## src/sv/b64se_pkg.sv

```systemverilog
package b64se_pkg;

  localparam int QUEUE_DEPTH = 2;

  localparam logic [6:0] ASCII_UPPER_A = 7'h41;
  localparam logic [6:0] ASCII_LOWER_OFS = 7'h47;
  localparam logic [6:0] ASCII_DIGIT_OFS = 7'h04;
  localparam logic [6:0] ASCII_PLUS = 7'h2B;
  localparam logic [6:0] ASCII_SLASH = 7'h2F;
  localparam logic [6:0] ASCII_PAD = 7'h3D;

  localparam logic [5:0] IDX_LOWER_START = 6'd26;
  localparam logic [5:0] IDX_DIGIT_START = 6'd52;
  localparam logic [5:0] IDX_PLUS = 6'd62;

  localparam logic [1:0] CHAR_POS_LAST = 2'd3;

  typedef struct packed {
    logic [7:0] data_byte;
    logic       final_byte;
  } in_item_t;

  typedef struct packed {
    logic [6:0] out_char;
    logic       last_char;
  } out_item_t;

  typedef struct packed {
    logic [23:0] grp_bytes;
    logic [1:0]  last_data;
    logic        fin;
  } group_t;

  typedef struct packed {
    logic full;
    logic empty;
  } q_status_t;

  function automatic logic [6:0] enc_char(input logic [5:0] idx);
    logic [6:0] i7;
    logic [6:0] c;
    i7 = {1'b0, idx};
    if (idx < IDX_LOWER_START) begin
      c = ASCII_UPPER_A + i7;
    end else if (idx < IDX_DIGIT_START) begin
      c = ASCII_LOWER_OFS + i7;
    end else if (idx < IDX_PLUS) begin
      c = i7 - ASCII_DIGIT_OFS;
    end else if (idx == IDX_PLUS) begin
      c = ASCII_PLUS;
    end else begin
      c = ASCII_SLASH;
    end
    return c;
  endfunction

endpackage

```

## src/sv/base64_stream_encoder_top.sv

```systemverilog
// Channel   Direction  Handshake              Payload
// in_       input      in_valid / in_ready    in_item_t: data_byte, final_byte
// out_      output     out_valid / out_ready  out_item_t: out_char, last_char
//
// Each byte is taken while the small group queue has room; bytes that complete a group
// or end a message go into that queue, and the back end sends one character per cycle
// while out_ready is high. Three bytes thus become four characters, so the single
// character port sets the sustained rate. A partial last group still sends four characters.
// Reset is synchronous on rst_n and clears the held count, queue and output stage.
// The input side keeps accepting while the queue has room, even when out_ready is low.
module base64_stream_encoder_top #(
  parameter int QDEPTH = b64se_pkg::QUEUE_DEPTH
) (
  input  logic                 clk,
  input  logic                 rst_n,
  input  logic                 in_valid,
  output logic                 in_ready,
  input  b64se_pkg::in_item_t  in_data,
  output logic                 out_valid,
  input  logic                 out_ready,
  output b64se_pkg::out_item_t out_data
);

  b64se_pkg::q_status_t q_stat;
  b64se_pkg::group_t    push_grp;
  b64se_pkg::group_t    head_grp;
  logic                 push;
  logic                 pop;

  b64se_front u_front (
    .clk      (clk),
    .rst_n    (rst_n),
    .in_valid (in_valid),
    .in_ready (in_ready),
    .in_data  (in_data),
    .q_stat   (q_stat),
    .push     (push),
    .push_grp (push_grp)
  );

  b64se_queue #(
    .DEPTH (QDEPTH)
  ) u_queue (
    .clk      (clk),
    .rst_n    (rst_n),
    .push     (push),
    .push_grp (push_grp),
    .pop      (pop),
    .head_grp (head_grp),
    .q_stat   (q_stat)
  );

  b64se_back u_back (
    .clk       (clk),
    .rst_n     (rst_n),
    .q_stat    (q_stat),
    .head_grp  (head_grp),
    .pop       (pop),
    .out_valid (out_valid),
    .out_ready (out_ready),
    .out_data  (out_data)
  );

endmodule

```

## src/sv/b64se_front.sv

```systemverilog
module b64se_front (
  input  logic                clk,
  input  logic                rst_n,
  input  logic                in_valid,
  output logic                in_ready,
  input  b64se_pkg::in_item_t in_data,
  input  b64se_pkg::q_status_t q_stat,
  output logic                push,
  output b64se_pkg::group_t   push_grp
);

  logic [15:0] held_bytes_r, held_bytes_nxt;
  logic [1:0]  held_count_r, held_count_nxt;
  logic [1:0]  cnt;
  logic        accept;
  logic        store;

  assign in_ready = !q_stat.full;
  assign accept = in_valid && in_ready;
  assign cnt = (held_count_r == 2'd3) ? 2'd2 : held_count_r;
  assign store = (cnt < 2'd2) && !in_data.final_byte;
  assign push = accept && !store;

  always_comb begin
    push_grp.fin = in_data.final_byte;
    case (cnt)
      2'd0: begin
        push_grp.grp_bytes = {in_data.data_byte, 16'h0000};
        push_grp.last_data = 2'd1;
      end
      2'd1: begin
        push_grp.grp_bytes = {held_bytes_r[15:8], in_data.data_byte, 8'h00};
        push_grp.last_data = 2'd2;
      end
      default: begin
        push_grp.grp_bytes = {held_bytes_r, in_data.data_byte};
        push_grp.last_data = 2'd3;
      end
    endcase
  end

  always_comb begin
    held_bytes_nxt = held_bytes_r;
    held_count_nxt = held_count_r;
    if (accept) begin
      if (store) begin
        if (cnt == 2'd0) begin
          held_bytes_nxt = {in_data.data_byte, 8'h00};
        end else begin
          held_bytes_nxt = {held_bytes_r[15:8], in_data.data_byte};
        end
        held_count_nxt = cnt + 2'd1;
      end else begin
        held_bytes_nxt = 16'h0000;
        held_count_nxt = 2'd0;
      end
    end
  end

  always_ff @(posedge clk) begin
    if (!rst_n) begin
      held_bytes_r <= 16'h0000;
      held_count_r <= 2'd0;
    end else begin
      held_bytes_r <= held_bytes_nxt;
      held_count_r <= held_count_nxt;
    end
  end

  assert property (@(posedge clk) disable iff (!rst_n)
    held_count_r != 2'd3)
    else $error("Held byte count reached three.");

  assert property (@(posedge clk) disable iff (!rst_n)
    accept && in_data.final_byte |=> held_count_r == 2'd0)
    else $error("Pending bytes survived a final byte.");

  assert property (@(posedge clk) disable iff (!rst_n)
    accept && store |=> held_count_r == $past(cnt) + 2'd1)
    else $error("Held count did not advance on a stored byte.");

endmodule

```

## src/sv/b64se_queue.sv

```systemverilog
module b64se_queue #(
  parameter int DEPTH = b64se_pkg::QUEUE_DEPTH
) (
  input  logic                 clk,
  input  logic                 rst_n,
  input  logic                 push,
  input  b64se_pkg::group_t    push_grp,
  input  logic                 pop,
  output b64se_pkg::group_t    head_grp,
  output b64se_pkg::q_status_t q_stat
);

  localparam int PTR_W = (DEPTH > 1) ? $clog2(DEPTH) : 1;
  localparam int CNT_W = $clog2(DEPTH + 1);

  b64se_pkg::group_t mem_r [DEPTH];
  logic [PTR_W-1:0] wr_ptr_r, wr_ptr_nxt;
  logic [PTR_W-1:0] rd_ptr_r, rd_ptr_nxt;
  logic [CNT_W-1:0] count_r, count_nxt;

  assign q_stat.full = (count_r == CNT_W'(DEPTH));
  assign q_stat.empty = (count_r == '0);
  assign head_grp = mem_r[rd_ptr_r];

  always_comb begin
    wr_ptr_nxt = wr_ptr_r;
    rd_ptr_nxt = rd_ptr_r;
    count_nxt = count_r;
    if (push) begin
      wr_ptr_nxt = (wr_ptr_r == PTR_W'(DEPTH - 1)) ? '0 : wr_ptr_r + PTR_W'(1);
    end
    if (pop) begin
      rd_ptr_nxt = (rd_ptr_r == PTR_W'(DEPTH - 1)) ? '0 : rd_ptr_r + PTR_W'(1);
    end
    if (push && !pop) begin
      count_nxt = count_r + CNT_W'(1);
    end else if (pop && !push) begin
      count_nxt = count_r - CNT_W'(1);
    end
  end

  always_ff @(posedge clk) begin
    if (push) begin
      mem_r[wr_ptr_r] <= push_grp;
    end
    if (!rst_n) begin
      wr_ptr_r <= '0;
      rd_ptr_r <= '0;
      count_r <= '0;
    end else begin
      wr_ptr_r <= wr_ptr_nxt;
      rd_ptr_r <= rd_ptr_nxt;
      count_r <= count_nxt;
    end
  end

  assert property (@(posedge clk) disable iff (!rst_n)
    !(push && q_stat.full))
    else $error("Group written into a full queue.");

  assert property (@(posedge clk) disable iff (!rst_n)
    !(pop && q_stat.empty))
    else $error("Group taken from an empty queue.");

  assert property (@(posedge clk) disable iff (!rst_n)
    count_r <= CNT_W'(DEPTH))
    else $error("Queue occupancy exceeds its depth.");

endmodule

```

## src/sv/b64se_back.sv

```systemverilog
module b64se_back (
  input  logic                 clk,
  input  logic                 rst_n,
  input  b64se_pkg::q_status_t q_stat,
  input  b64se_pkg::group_t    head_grp,
  output logic                 pop,
  output logic                 out_valid,
  input  logic                 out_ready,
  output b64se_pkg::out_item_t out_data
);

  b64se_pkg::group_t   grp_r;
  logic                busy_r;
  logic [1:0]          pos_r;
  logic                out_valid_r;
  b64se_pkg::out_item_t out_r;
  logic                advance;
  logic                grp_done;
  logic [5:0]          idx;
  b64se_pkg::out_item_t char_nxt;

  assign advance = busy_r && (!out_valid_r || out_ready);
  assign grp_done = advance && (pos_r == b64se_pkg::CHAR_POS_LAST);
  assign pop = !q_stat.empty && (!busy_r || grp_done);
  assign out_valid = out_valid_r;
  assign out_data = out_r;

  always_comb begin
    case (pos_r)
      2'd0: idx = grp_r.grp_bytes[23:18];
      2'd1: idx = grp_r.grp_bytes[17:12];
      2'd2: idx = grp_r.grp_bytes[11:6];
      default: idx = grp_r.grp_bytes[5:0];
    endcase
    char_nxt.out_char = (pos_r > grp_r.last_data) ? b64se_pkg::ASCII_PAD
                                                  : b64se_pkg::enc_char(idx);
    char_nxt.last_char = grp_r.fin && (pos_r == b64se_pkg::CHAR_POS_LAST);
  end

  always_ff @(posedge clk) begin
    if (pop) begin
      grp_r <= head_grp;
    end
    if (advance) begin
      out_r <= char_nxt;
    end
    if (!rst_n) begin
      busy_r <= 1'b0;
      pos_r <= 2'd0;
      out_valid_r <= 1'b0;
    end else begin
      if (pop) begin
        busy_r <= 1'b1;
      end else if (grp_done) begin
        busy_r <= 1'b0;
      end
      if (advance) begin
        pos_r <= pos_r + 2'd1;
      end
      if (advance) begin
        out_valid_r <= 1'b1;
      end else if (out_ready) begin
        out_valid_r <= 1'b0;
      end
    end
  end

  assert property (@(posedge clk) disable iff (!rst_n)
    !busy_r |-> pos_r == 2'd0)
    else $error("Character position not at zero while idle.");

  assert property (@(posedge clk) disable iff (!rst_n)
    pop |-> (!busy_r || pos_r == b64se_pkg::CHAR_POS_LAST))
    else $error("New group taken before the current one finished.");

  assert property (@(posedge clk) disable iff (!rst_n)
    advance && pos_r != b64se_pkg::CHAR_POS_LAST |=> busy_r)
    else $error("Group dropped before its fourth character.");

  assert property (@(posedge clk) disable iff (!rst_n)
    advance && char_nxt.last_char && grp_r.last_data != 2'd3
      |-> char_nxt.out_char == b64se_pkg::ASCII_PAD)
    else $error("Final character of a partial group is not padding.");

endmodule

```

## config.mk

```make
export PLATFORM = sky130hd
export DESIGN_NAME = base64_stream_encoder_top
export DESIGN_NICKNAME = d
export VERILOG_FILES = /design/src/sv/b64se_pkg.sv /design/src/sv/base64_stream_encoder_top.sv /design/src/sv/b64se_front.sv /design/src/sv/b64se_queue.sv /design/src/sv/b64se_back.sv
export SDC_FILE = /design/constraint.sdc
export NUM_CORES = 1
export LEC_CHECK = 0
export BUFFER_PORTS_ARGS = -buffer_cell sky130_fd_sc_hd__buf_2
export CORE_MARGIN = 2
export CORE_UTILIZATION = 55
export CTS_CLUSTER_SIZE = 40
export DETAILED_ROUTE_END_ITERATION = 10
export PLACE_DENSITY = 0.85
export SKIP_CTS_REPAIR_TIMING = 1
export SLEW_MARGIN = 20
export SYNTH_ARGS = -nofsm -noshare
export SYNTH_HDL_FRONTEND = slang
export SYNTH_SLANG_ARGS = --single-unit
export TNS_END_PERCENT = 50
```

## constraint.sdc

```tcl
create_clock -name clk -period 3.5 [get_ports clk]
set_input_delay 0.525 -clock clk [delete_from_list [all_inputs] [get_ports clk]]
set_output_delay 0.525 -clock clk [all_outputs]
set_load 0.05 [all_outputs]
```

* After elaboration in Yosys (flattened, before gate mapping)
Memory sizes are Yosys's and may differ from the RTL's. A register that Yosys moved wholly into a read port is not among the register bits. Index checks and enable logic that the tools add are counted.
Word-level totals: register bits after elaboration 34, bits in writable memories 54, input port bits 13, output and inout bits 10, word-level logic and storage cells 80, memories 1
Operators by class: add/subtract/negate cells 9, $lt $le $gt $ge 5, equality and inequality tests 8, muxes and demuxes 20, reductions and logical operators 26
Memory list:
- u_queue.mem_r | depth 2, width 27, rd ports 1, clocked after memory_dff 1, write ports 1, RTL line b64se_queue.sv:16 | b64se_pkg::group_t mem_r [DEPTH];
Operator list (number):
- case mux 26 bit (2 select lines) | 1
- two-way mux 16 bit | 2
- two-way mux 7 bit | 3
- case mux 6 bit (3 select lines) | 1
- adder 7 x 6 -> 7 bit (first input constant) | 2
- less-than comparator 6 bit (second input constant) | 2
- logical AND 1 bit | 9
- equality test 2 bit (second input constant) | 4
- logical NOT 1 bit | 8
- two-way mux 1 bit | 8
- two-way mux 2 bit | 4
- subtractor 6 x 3 -> 7 bit (second input constant) | 1
- adder 2 x 1 -> 2 bit (second input constant) | 3
- equality test 6 bit (second input constant) | 1
- logical NOT 2 bit | 3
- less-than comparator 6 x 5 -> 1 bit (second input constant) | 1
- nonzero test 2 bit | 3
- equality test 2 x 1 -> 1 bit (second input constant) | 2
- two-way mux 3 bit | 1
- adder 1 bit (second input constant) | 2
- greater-than comparator 2 bit | 1
- logical OR 1 bit | 2
- less-than comparator 2 bit (second input constant) | 1
- inequality test 2 bit (second input constant) | 1
- other kinds (2) | 2

* Depth between registers and ports, before layout
Gate-level depths: netlist of the first run.
depth after elaboration 10, gate-level depth with buffers 10, mapped depth without buffers 10

* Modules after synthesis
A second synthesis of the first run with hierarchy kept.
Second synthesis, totals: cells, all modules 338, area, all modules 4916.0 µm²
By module, submodules not included:
- b64se_queue | instances 1, cells each 106, area an instance 2164.6 µm²
- b64se_back | instances 1, cells each 149, area an instance 1888.1 µm²
- b64se_front | instances 1, cells each 83, area an instance 863.3 µm²

* Least setup slack after synthesis of the first run
OpenSTA, ideal clock, no wires.
path type reg-to-reg, start register u_queue.count_r[0], end memory u_queue.mem_r[0][0] (netlist name) (enable), setup time 447 ps, arrival 3309 ps, required time 3053 ps, slack -256 ps, stages on the path, launching flop included 5, clock period less this slack 3756 ps, path through dfxtp_1 > nand2b_1 > nand2_1 > clkbuf_1 > nor3_1
On the way: cells in the longest elaborated chain, start to end 6
RTL lines:
- start: declaration | RTL line b64se_queue.sv:19 | logic [CNT_W-1:0] count_r, count_nxt;
- start signal: assignment | RTL line b64se_queue.sv:53 | count_r <= count_nxt;
- equality test 2 bit | RTL line b64se_queue.sv:21 | assign q_stat.full = (count_r == CNT_W'(DEPTH));
- logical NOT 1 bit | RTL line b64se_front.sv:18 | assign in_ready = !q_stat.full;
- net in_ready | RTL line base64_stream_encoder_top.sv:17 | output logic in_ready,
- logical AND 1 bit | RTL line b64se_front.sv:19 | assign accept = in_valid && in_ready;
- logical AND 1 bit | RTL line b64se_front.sv:22 | assign push = accept && !store;
- two-way mux 1 bit | RTL line b64se_queue.sv:43 | if (push) begin
- two-way mux 1 bit (implied by the code) | RTL line b64se_queue.sv:44 | mem_r[wr_ptr_r] <= push_grp;
- end: declaration | RTL line b64se_queue.sv:16
The timed path passes the listed nets, and every way through them passes these cells.

* Worst setup path after layout of the first run
start register u_back.pos_r[1], end register u_back.out_r (netlist bit u_back.out_data[4]) (data pin)
On the way: cells in the longest elaborated chain, start to end 6
RTL lines:
- start: declaration | RTL line b64se_back.sv:14 | logic [1:0] pos_r;
- start signal: assignment | RTL line b64se_back.sv:58 | pos_r <= pos_r + 2'd1;
- equality test 2 bit (tied with other cells) | RTL line b64se_back.sv:29 | case (pos_r)
- case mux 6 bit (3 select lines) | RTL line b64se_back.sv:29
- subtractor 6 x 3 -> 7 bit or less-than comparator 6 bit (tied branches) | RTL line b64se_pkg.sv:48, b64se_pkg.sv:47
- two-way mux 7 bit | RTL line b64se_pkg.sv:47 | end else if (idx < IDX_PLUS) begin
- two-way mux 7 bit | RTL line b64se_pkg.sv:45 | end else if (idx < IDX_DIGIT_START) begin
- two-way mux 7 bit | RTL line b64se_pkg.sv:43 | if (idx < IDX_LOWER_START) begin
- end signal: assignment | RTL line b64se_back.sv:45 | out_r <= char_nxt;
- end: declaration | RTL line b64se_back.sv:16 | b64se_pkg::out_item_t out_r;
Parallel ways exist; a longest one is shown, timed or not. A chain may end at the register's enable or synchronous reset.

==> results.sh, run 1 <==
export IMPL_status="complete, no violations"
export IMPL_yosysMostFrequentCell="edfxtp_1"
export IMPL_drtIter0Drc=161
export IMPL_holdPathStages=1
export IMPL_synth_main_ff_cell="edfxtp_1"
export IMPL_cap_violations=0
export IMPL_critPathLaunchType="flip-flop"
export IMPL_period_share=0.782
export IMPL_dieArea_um2=9850
export IMPL_synth_compound_area_frac=0.120
export IMPL_cp_arrival_ps=2990
export IMPL_synth_cells=361
export IMPL_drive_above_1_share=0.257
export IMPL_criticalPathCategory="flip-flop to flip-flop"
export IMPL_pwr_density_cell_nw_per_um2=930
export IMPL_ys_types=55
export IMPL_p_total_w=0.00540
export IMPL_finClkSkew_ps=7.61
export IMPL_fmax_mhz=365
export IMPL_cp_required_ps=3750
export IMPL_r2r_cells=6
export IMPL_grt_pass1_wl_um=14800
export IMPL_grtUsageMet2=0.331
export IMPL_grt_use_total=0.200
export IMPL_min_from="in_data[0]"
export IMPL_hp_class="primary input to flip-flop"
export IMPL_synth_top_area_cell="edfxtp_1"
export IMPL_gr_total_overflow=0
export IMPL_synth_area_um2=4990
export IMPL_r2r_end="u_back.out_data[4]"
export IMPL_fin_crit_ps=2740
export IMPL_synth_top_family_by_area="compound AO/OA/AOI/OAI gates"
export IMPL_port_buffers=22
export IMPL_core_rowCount=34
export IMPL_irDropWorstVdd_mv=0.469
export IMPL_synth_area_leaders="edfxtp_1, dfxtp_1, mux2_2"
export IMPL_synth_common_cells="edfxtp_1, mux2_2, dfxtp_1, nand2_1, nor2b_1"
export IMPL_wl_per_cell_um=17.8
export IMPL_cts_sinks=115
export IMPL_rsz0062_at_grt="false"
export IMPL_via_count=2996
export IMPL_diodes=0
export IMPL_yosys_warnings=0
export IMPL_tns_ps=0
export IMPL_synth_simple_area_share=0.0895
export IMPL_grt_max_degree=30
export IMPL_met3_usage=0.0604
export IMPL_holdPathEnd="u_queue.mem_r[0][0]"
export IMPL_slew_violations=0
export IMPL_synthArstFlopShare=0
export IMPL_cts_max_level=4
export IMPL_clk_pin_slew_worst_paths_ps=50
export IMPL_fin_nets=415
export IMPL_fillCellCount=591
export IMPL_timing_slew_headroom=0.443
export IMPL_synth_mux_area_frac=0.0858
export IMPL_worst_pin_slew_ps=835
export IMPL_first_global_vias=2968
export IMPL_cts_root_buf="clkbuf_8"
export IMPL_fp_dieH_um=99.3
export IMPL_drt_total_wl_um=9100
export IMPL_die_w_um=99.3
export IMPL_crit_path_end_kind="flip-flop"
export IMPL_numCtsBuffers=17
export IMPL_synth_adder_area_share=0.0276
export IMPL_r2r_start="u_back.pos_r[1]"
export IMPL_top_usage_layer="met2"
export IMPL_synth_edf_count=89
export IMPL_viasPerCell=5.85
export IMPL_postRouteAntennaNets=0
export IMPL_drc=0
export IMPL_finalWorstSetupSlack_ps=764
export IMPL_critical_path_max_fanout=11
export IMPL_yosysTopAreaCellShare=0.536
export IMPL_pin_count=23
export IMPL_syn_mean_instance_area_um2=13.8
export IMPL_dp_hpwl_um=5730
export IMPL_antenna_found_initial=0
export IMPL_gp_congestion=0.854
export IMPL_synth_seq_area_share=0.640
export IMPL_cts_tree="yes"
export IMPL_first_pass_iters=4
export IMPL_power_leakage_nw=2.08
export IMPL_start_util=0.569
export IMPL_area_growth_pct=16.2
export IMPL_synth_net_count=385
export IMPL_dp_slack_ps=820
export IMPL_r2r_slack_ps=760
export IMPL_synth_xor_area_share=0.0105
export IMPL_core_um2=8760
export IMPL_finalHoldViolCount=0
export IMPL_ys_ff_latch=115
export IMPL_clockBufferDepth=2
export IMPL_finalSetupViolations=0
export IMPL_clk_latency_ps=510
export IMPL_use_met1=0.246
## state kept, by name (all words and copies together), names as in the netlist
register and flops:
u_front.held_bytes_r 16, u_back.out_valid 1, u_front.held_count_r 2, u_queue.mem_r 54
u_queue.rd_ptr_r 1, u_back.busy_r 1, u_back.pos_r 2, u_back.grp_r 27
u_queue.count_r 2, u_back.out_data 8, u_queue.wr_ptr_r 1
## cells in the final DEF, fill, tap and decap left out, drive strengths merged, types with 2 or more instances in the layout
cell	synthesis	routed
and2	13	13
inv	15	18
a21boi	11	11
clkinv	0	5
ha	11	11
nand2b	3	3
a2bb2oi	2	2
clkbuf	9	21
o211ai	3	3
nor2b	16	16
a222oi	2	2
nor2	12	12
nor3	3	3
a22o	9	9
xnor2	4	4
a31oi	2	2
a21oi	10	10
and3	2	2
nor4	2	2
a211oi	2	2
nand3	12	12
mux2	35	35
o21ai	6	6
or3	2	2
dfxtp	26	26
a2111oi	2	2
edfxtp	89	89
a22oi	12	12
bufinv	0	2
buf	6	26
mux2i	3	3
xor2	2	2
a21o	2	2
nand2	18	18
a41oi	2	2
## how the worst max path moves through the flow
stage,from,end,cells after the start
2_1_floorplan,out_ready,u_queue.count_r[1],7
3_3_place_gp,u_back.pos_r[1],u_back.out_data[4],6
3_5_place_dp,u_back.pos_r[1],u_back.out_data[4],6
4_1_cts,u_back.pos_r[1],u_back.out_data[4],6
5_1_grt,u_back.pos_r[1],u_back.out_data[4],6
6_report,u_back.pos_r[1],u_back.out_data[4],6
## kinds of logic (layout without fill, tap and decap cells)
| kind of cell | after synthesis | in the layout |
|---|---|---|
| AO/OA/AOI/OAI | 76 | 76 |
| multiplexers | 38 | 38 |
| buffers and inverters | 30 | 73 |
| AND/OR/NAND/NOR | 85 | 85 |
| adder cells (fa/ha/maj) | 11 | 11 |
| XOR/XNOR | 6 | 6 |
| flip-flops | 115 | 115 |
## area by class of cell
class                   instances  area, µm²  area share
clock inverters                11        121      0.0209
clock buffers                  21        472      0.0813
repair buffers                 26        140      0.0242
well taps                     108        135      0.0233
multi-input cells             216       1680       0.289
inverters                      15       61.3      0.0106
flip-flops and latches        115       3190       0.550
## through the flow
stage | hold slack, ps | utilization | cell area [µm²] | std cells
floorplan | 438 | - | 4990 | 361
global placement | 446 | 0.594 | 5210 | 480
detailed placement | 455 | 0.594 | 5210 | 480
CTS | 214 | 0.662 | 5800 | 512
global route | 216 | 0.662 | 5800 | 512
finish | 239 | 0.662 | 5800 | 512
## critical path: stages, from the launching register on
cell	delay, ps
dfxtp_1	440
ha_1	440
a21oi_1	120
a21oi_1	700
o211ai_1	260
nor2b_1	210
o311a_1	320
## metal layers
metal  vias to the layer above  routed length [µm]
met3                         7                 340
met2                        82                4720
met5                         -                   0
li1                       1440                   -
met4                         0                 104
met1                      1467                3930
## power breakdown
group	leakage, nW	internal [W]	switching (W)
combinational	0.749	0.000634	0.00113
sequential	1.04	0.00185	0.000102
clock	0.293	0.00110	0.000589
total	2.08	0.00358	0.00182
(Power assumes the default switching activity.)
==> run 2, diff against run 1 <==
Settings changed: ABC_AREA set to 1.
Clock period 3.5 ns to 2.5 ns, I/O delays scaled along.
==> run 2 against run 1 <==
Compared with the run above: first-iteration DRC count is 85% higher; sequential share of layout area increased by 0.70 points; largest cell class unchanged; utilization is 0.19 points lower; routed wire length rose by 9.2%; critical endpoint is now u_back.out_data[3]; highest routed layer unchanged; clock-buffer cell count grew 9.
==> results.sh, run 2 <==
export IMPL_status="complete, no violations"
export IMPL_fillCellCount=610
export IMPL_yosys_warnings=0
export IMPL_synth_edf_count=89
export IMPL_final_cell_mix="nand2_1, edfxtp_1, inv_1"
export IMPL_cts_tree="yes"
export IMPL_slowest_delay_ps=390
export IMPL_synth_top_area_cell="edfxtp_1"
export IMPL_dp_slack_ps=323
export IMPL_drtIter0Drc=298
export IMPL_cp_required_ps=2770
export IMPL_clk_pin_slew_worst_paths_ps=60
export IMPL_path_delay_family="adder cells"
export IMPL_fin_nets=549
export IMPL_numCtsBuffers=17
export IMPL_first_global_vias=3380
export IMPL_crit_path_end_kind="flip-flop"
export IMPL_critPathLaunchType="flip-flop"
export IMPL_synth_common_cells="nand2_1, edfxtp_1, inv_1, a21oi_1, dfxtp_1"
export IMPL_grt_pass1_wl_um=16000
export IMPL_criticalPathCategory="flip-flop to flip-flop"
export IMPL_drt_total_wl_um=9940
export IMPL_largest_register="u_queue.mem_r"
export IMPL_clk_latency_ps=520
export IMPL_syn_mean_instance_area_um2=10.0
export IMPL_power_leakage_nw=2.45
export IMPL_drc=0
export IMPL_ys_types=30
export IMPL_finalSetupViolations=0
export IMPL_largest_reg_flops=54
export IMPL_grt_use_total=0.214
export IMPL_synth_area_um2=4910
export IMPL_rsz0062_at_grt="false"
export IMPL_period_share=0.892
export IMPL_synth_net_count=513
export IMPL_via_count=3444
export IMPL_cts_root_buf="clkbuf_8"
export IMPL_wl_per_cell_um=15.4
export IMPL_fin_crit_ps=2230
export IMPL_worst_pin_slew_ps=858
export IMPL_core_rowCount=34
export IMPL_crit_chain="inv_1, ha_1, nand2_1, nand2_1, o21bai_1, inv_1, ha_1, inv_1, nor2_1, o21ai_1, nand2_1"
export IMPL_cap_violations=0
export IMPL_yosysMostFrequentCell="nand2_1"
export IMPL_irDropWorstVdd_mv=0.771
export IMPL_utilization=0.660
export IMPL_diodes=0
export IMPL_largestRegisters="u_queue.mem_r (54), u_back.grp_r (27), u_front.held_bytes_r (16)"
export IMPL_finalHoldViolCount=0
export IMPL_p_total_w=0.00773
export IMPL_pwr_density_cell_nw_per_um2=1350
export IMPL_area_growth_pct=16.8
export IMPL_synth_seq_area_share=0.651
export IMPL_grt_max_degree=30
export IMPL_critical_path_max_fanout=6
export IMPL_cts_max_level=4
export IMPL_postRouteAntennaNets=0
export IMPL_first_pass_iters=5
export IMPL_layout_commonest_cell="nand2_1"
export IMPL_fp_dieH_um=98.4
export IMPL_drive_above_1_share=0.141
export IMPL_synth_cells=489
export IMPL_core_um2=8680
export IMPL_antenna_found_initial=0
export IMPL_port_buffers=22
export IMPL_ys_ff_latch=115
export IMPL_synthArstFlopShare=0
export IMPL_tns_ps=0
export IMPL_yosysTopAreaCellShare=0.545
export IMPL_finClkSkew_ps=10.9
export IMPL_synth_area_leaders="edfxtp_1, nand2_1, dfxtp_1"
export IMPL_timing_slew_headroom=0.428
export IMPL_viasPerCell=5.33
export IMPL_finalWorstSetupSlack_ps=269
export IMPL_start_util=0.565
export IMPL_synth_main_ff_cell="edfxtp_1"
export IMPL_gp_congestion=0.898
export IMPL_hp_class="primary input to flip-flop"
export IMPL_slew_violations=0
export IMPL_fmax_mhz=448
export IMPL_dp_hpwl_um=6290
export IMPL_gr_total_overflow=0
export IMPL_dieArea_um2=9690
export IMPL_cp_arrival_ps=2500
export IMPL_critPathBufInv=3
export IMPL_pin_count=23
export IMPL_cts_sinks=115
export IMPL_r2r_slack_ps=270
export IMPL_die_w_um=98.4
export IMPL_crit_slowest_cell="dfxtp_1"
export IMPL_clockBufferDepth=2
==> run 2: worst register-to-register path, stage by stage (launching register included) <==
cell,delay [ps]
dfxtp_1,390
inv_1,120
ha_1,290
nand2_1,90
nand2_1,50
o21bai_1,360
inv_1,160
ha_1,240
inv_1,60
nor2_1,40
o21ai_1,120
nand2_1,70
==> run 2: path summary, 6_finish.rpt <==
| check | cells past startpoint | to | startpoint |
|---|---|---|---|
| min reg2reg | 2 | u_front.held_bytes_r[0] | u_front.held_bytes_r[0] |
| max | 11 | u_back.out_data[3] | u_back.pos_r[0] |
| max reg2reg | 11 | u_back.out_data[3] | u_back.pos_r[0] |
| min | 1 | u_queue.mem_r[0][0] | in_data[0] |
==> run 2: area by class of cell <==
type                    count  area, µm²  area share
inverters                  47        176      0.0308
flip-flops and latches    115       3190       0.557
clock buffers              30        556      0.0970
multi-input cells         315       1490       0.261
clock inverters             2       11.3     0.00197
repair buffers             29        163      0.0284
well taps                 108        135      0.0236
==> run 2: power by group <==
group	internal [W]	switching (W)	total, W	leakage, nW
clock network	0.00147	0.000794	0.00226	0.280
registers	0.00273	0.000167	0.00289	1.05
logic	0.000722	0.00185	0.00257	1.12
==> run 2: stage by stage <==
step / hold slack, ps / std cells / instance area, µm²
floorplan: 445 / 489 / 4910
global placement: 453 / 614 / 5160
detailed placement: 458 / 614 / 5160
CTS: 116 / 646 / 5730
global route: 118 / 646 / 5730
finish: 130 / 646 / 5730
==> run 2: cell families (layout without fill, tap and decap cells) <==
kind of cell	count (synthesis)	after routing	synth area share
AO/OA/AOI/OAI	59	59	0.0712
adder cells (fa/ha/maj)	11	11	0.0281
flip-flops	115	115	0.651
AND/OR/NAND/NOR	244	244	0.203
XOR/XNOR	1	1	0.00179
buffers and inverters	59	108	0.0457
==> run 2: layer usage <==
layer | GRT usage | share of wire
met1 | 0.250 | 0.41
met2 | 0.372 | 0.51
met3 | 0.0617 | 0.059
met4 | 0.0906 | 0.018
met5 | 0 | 0
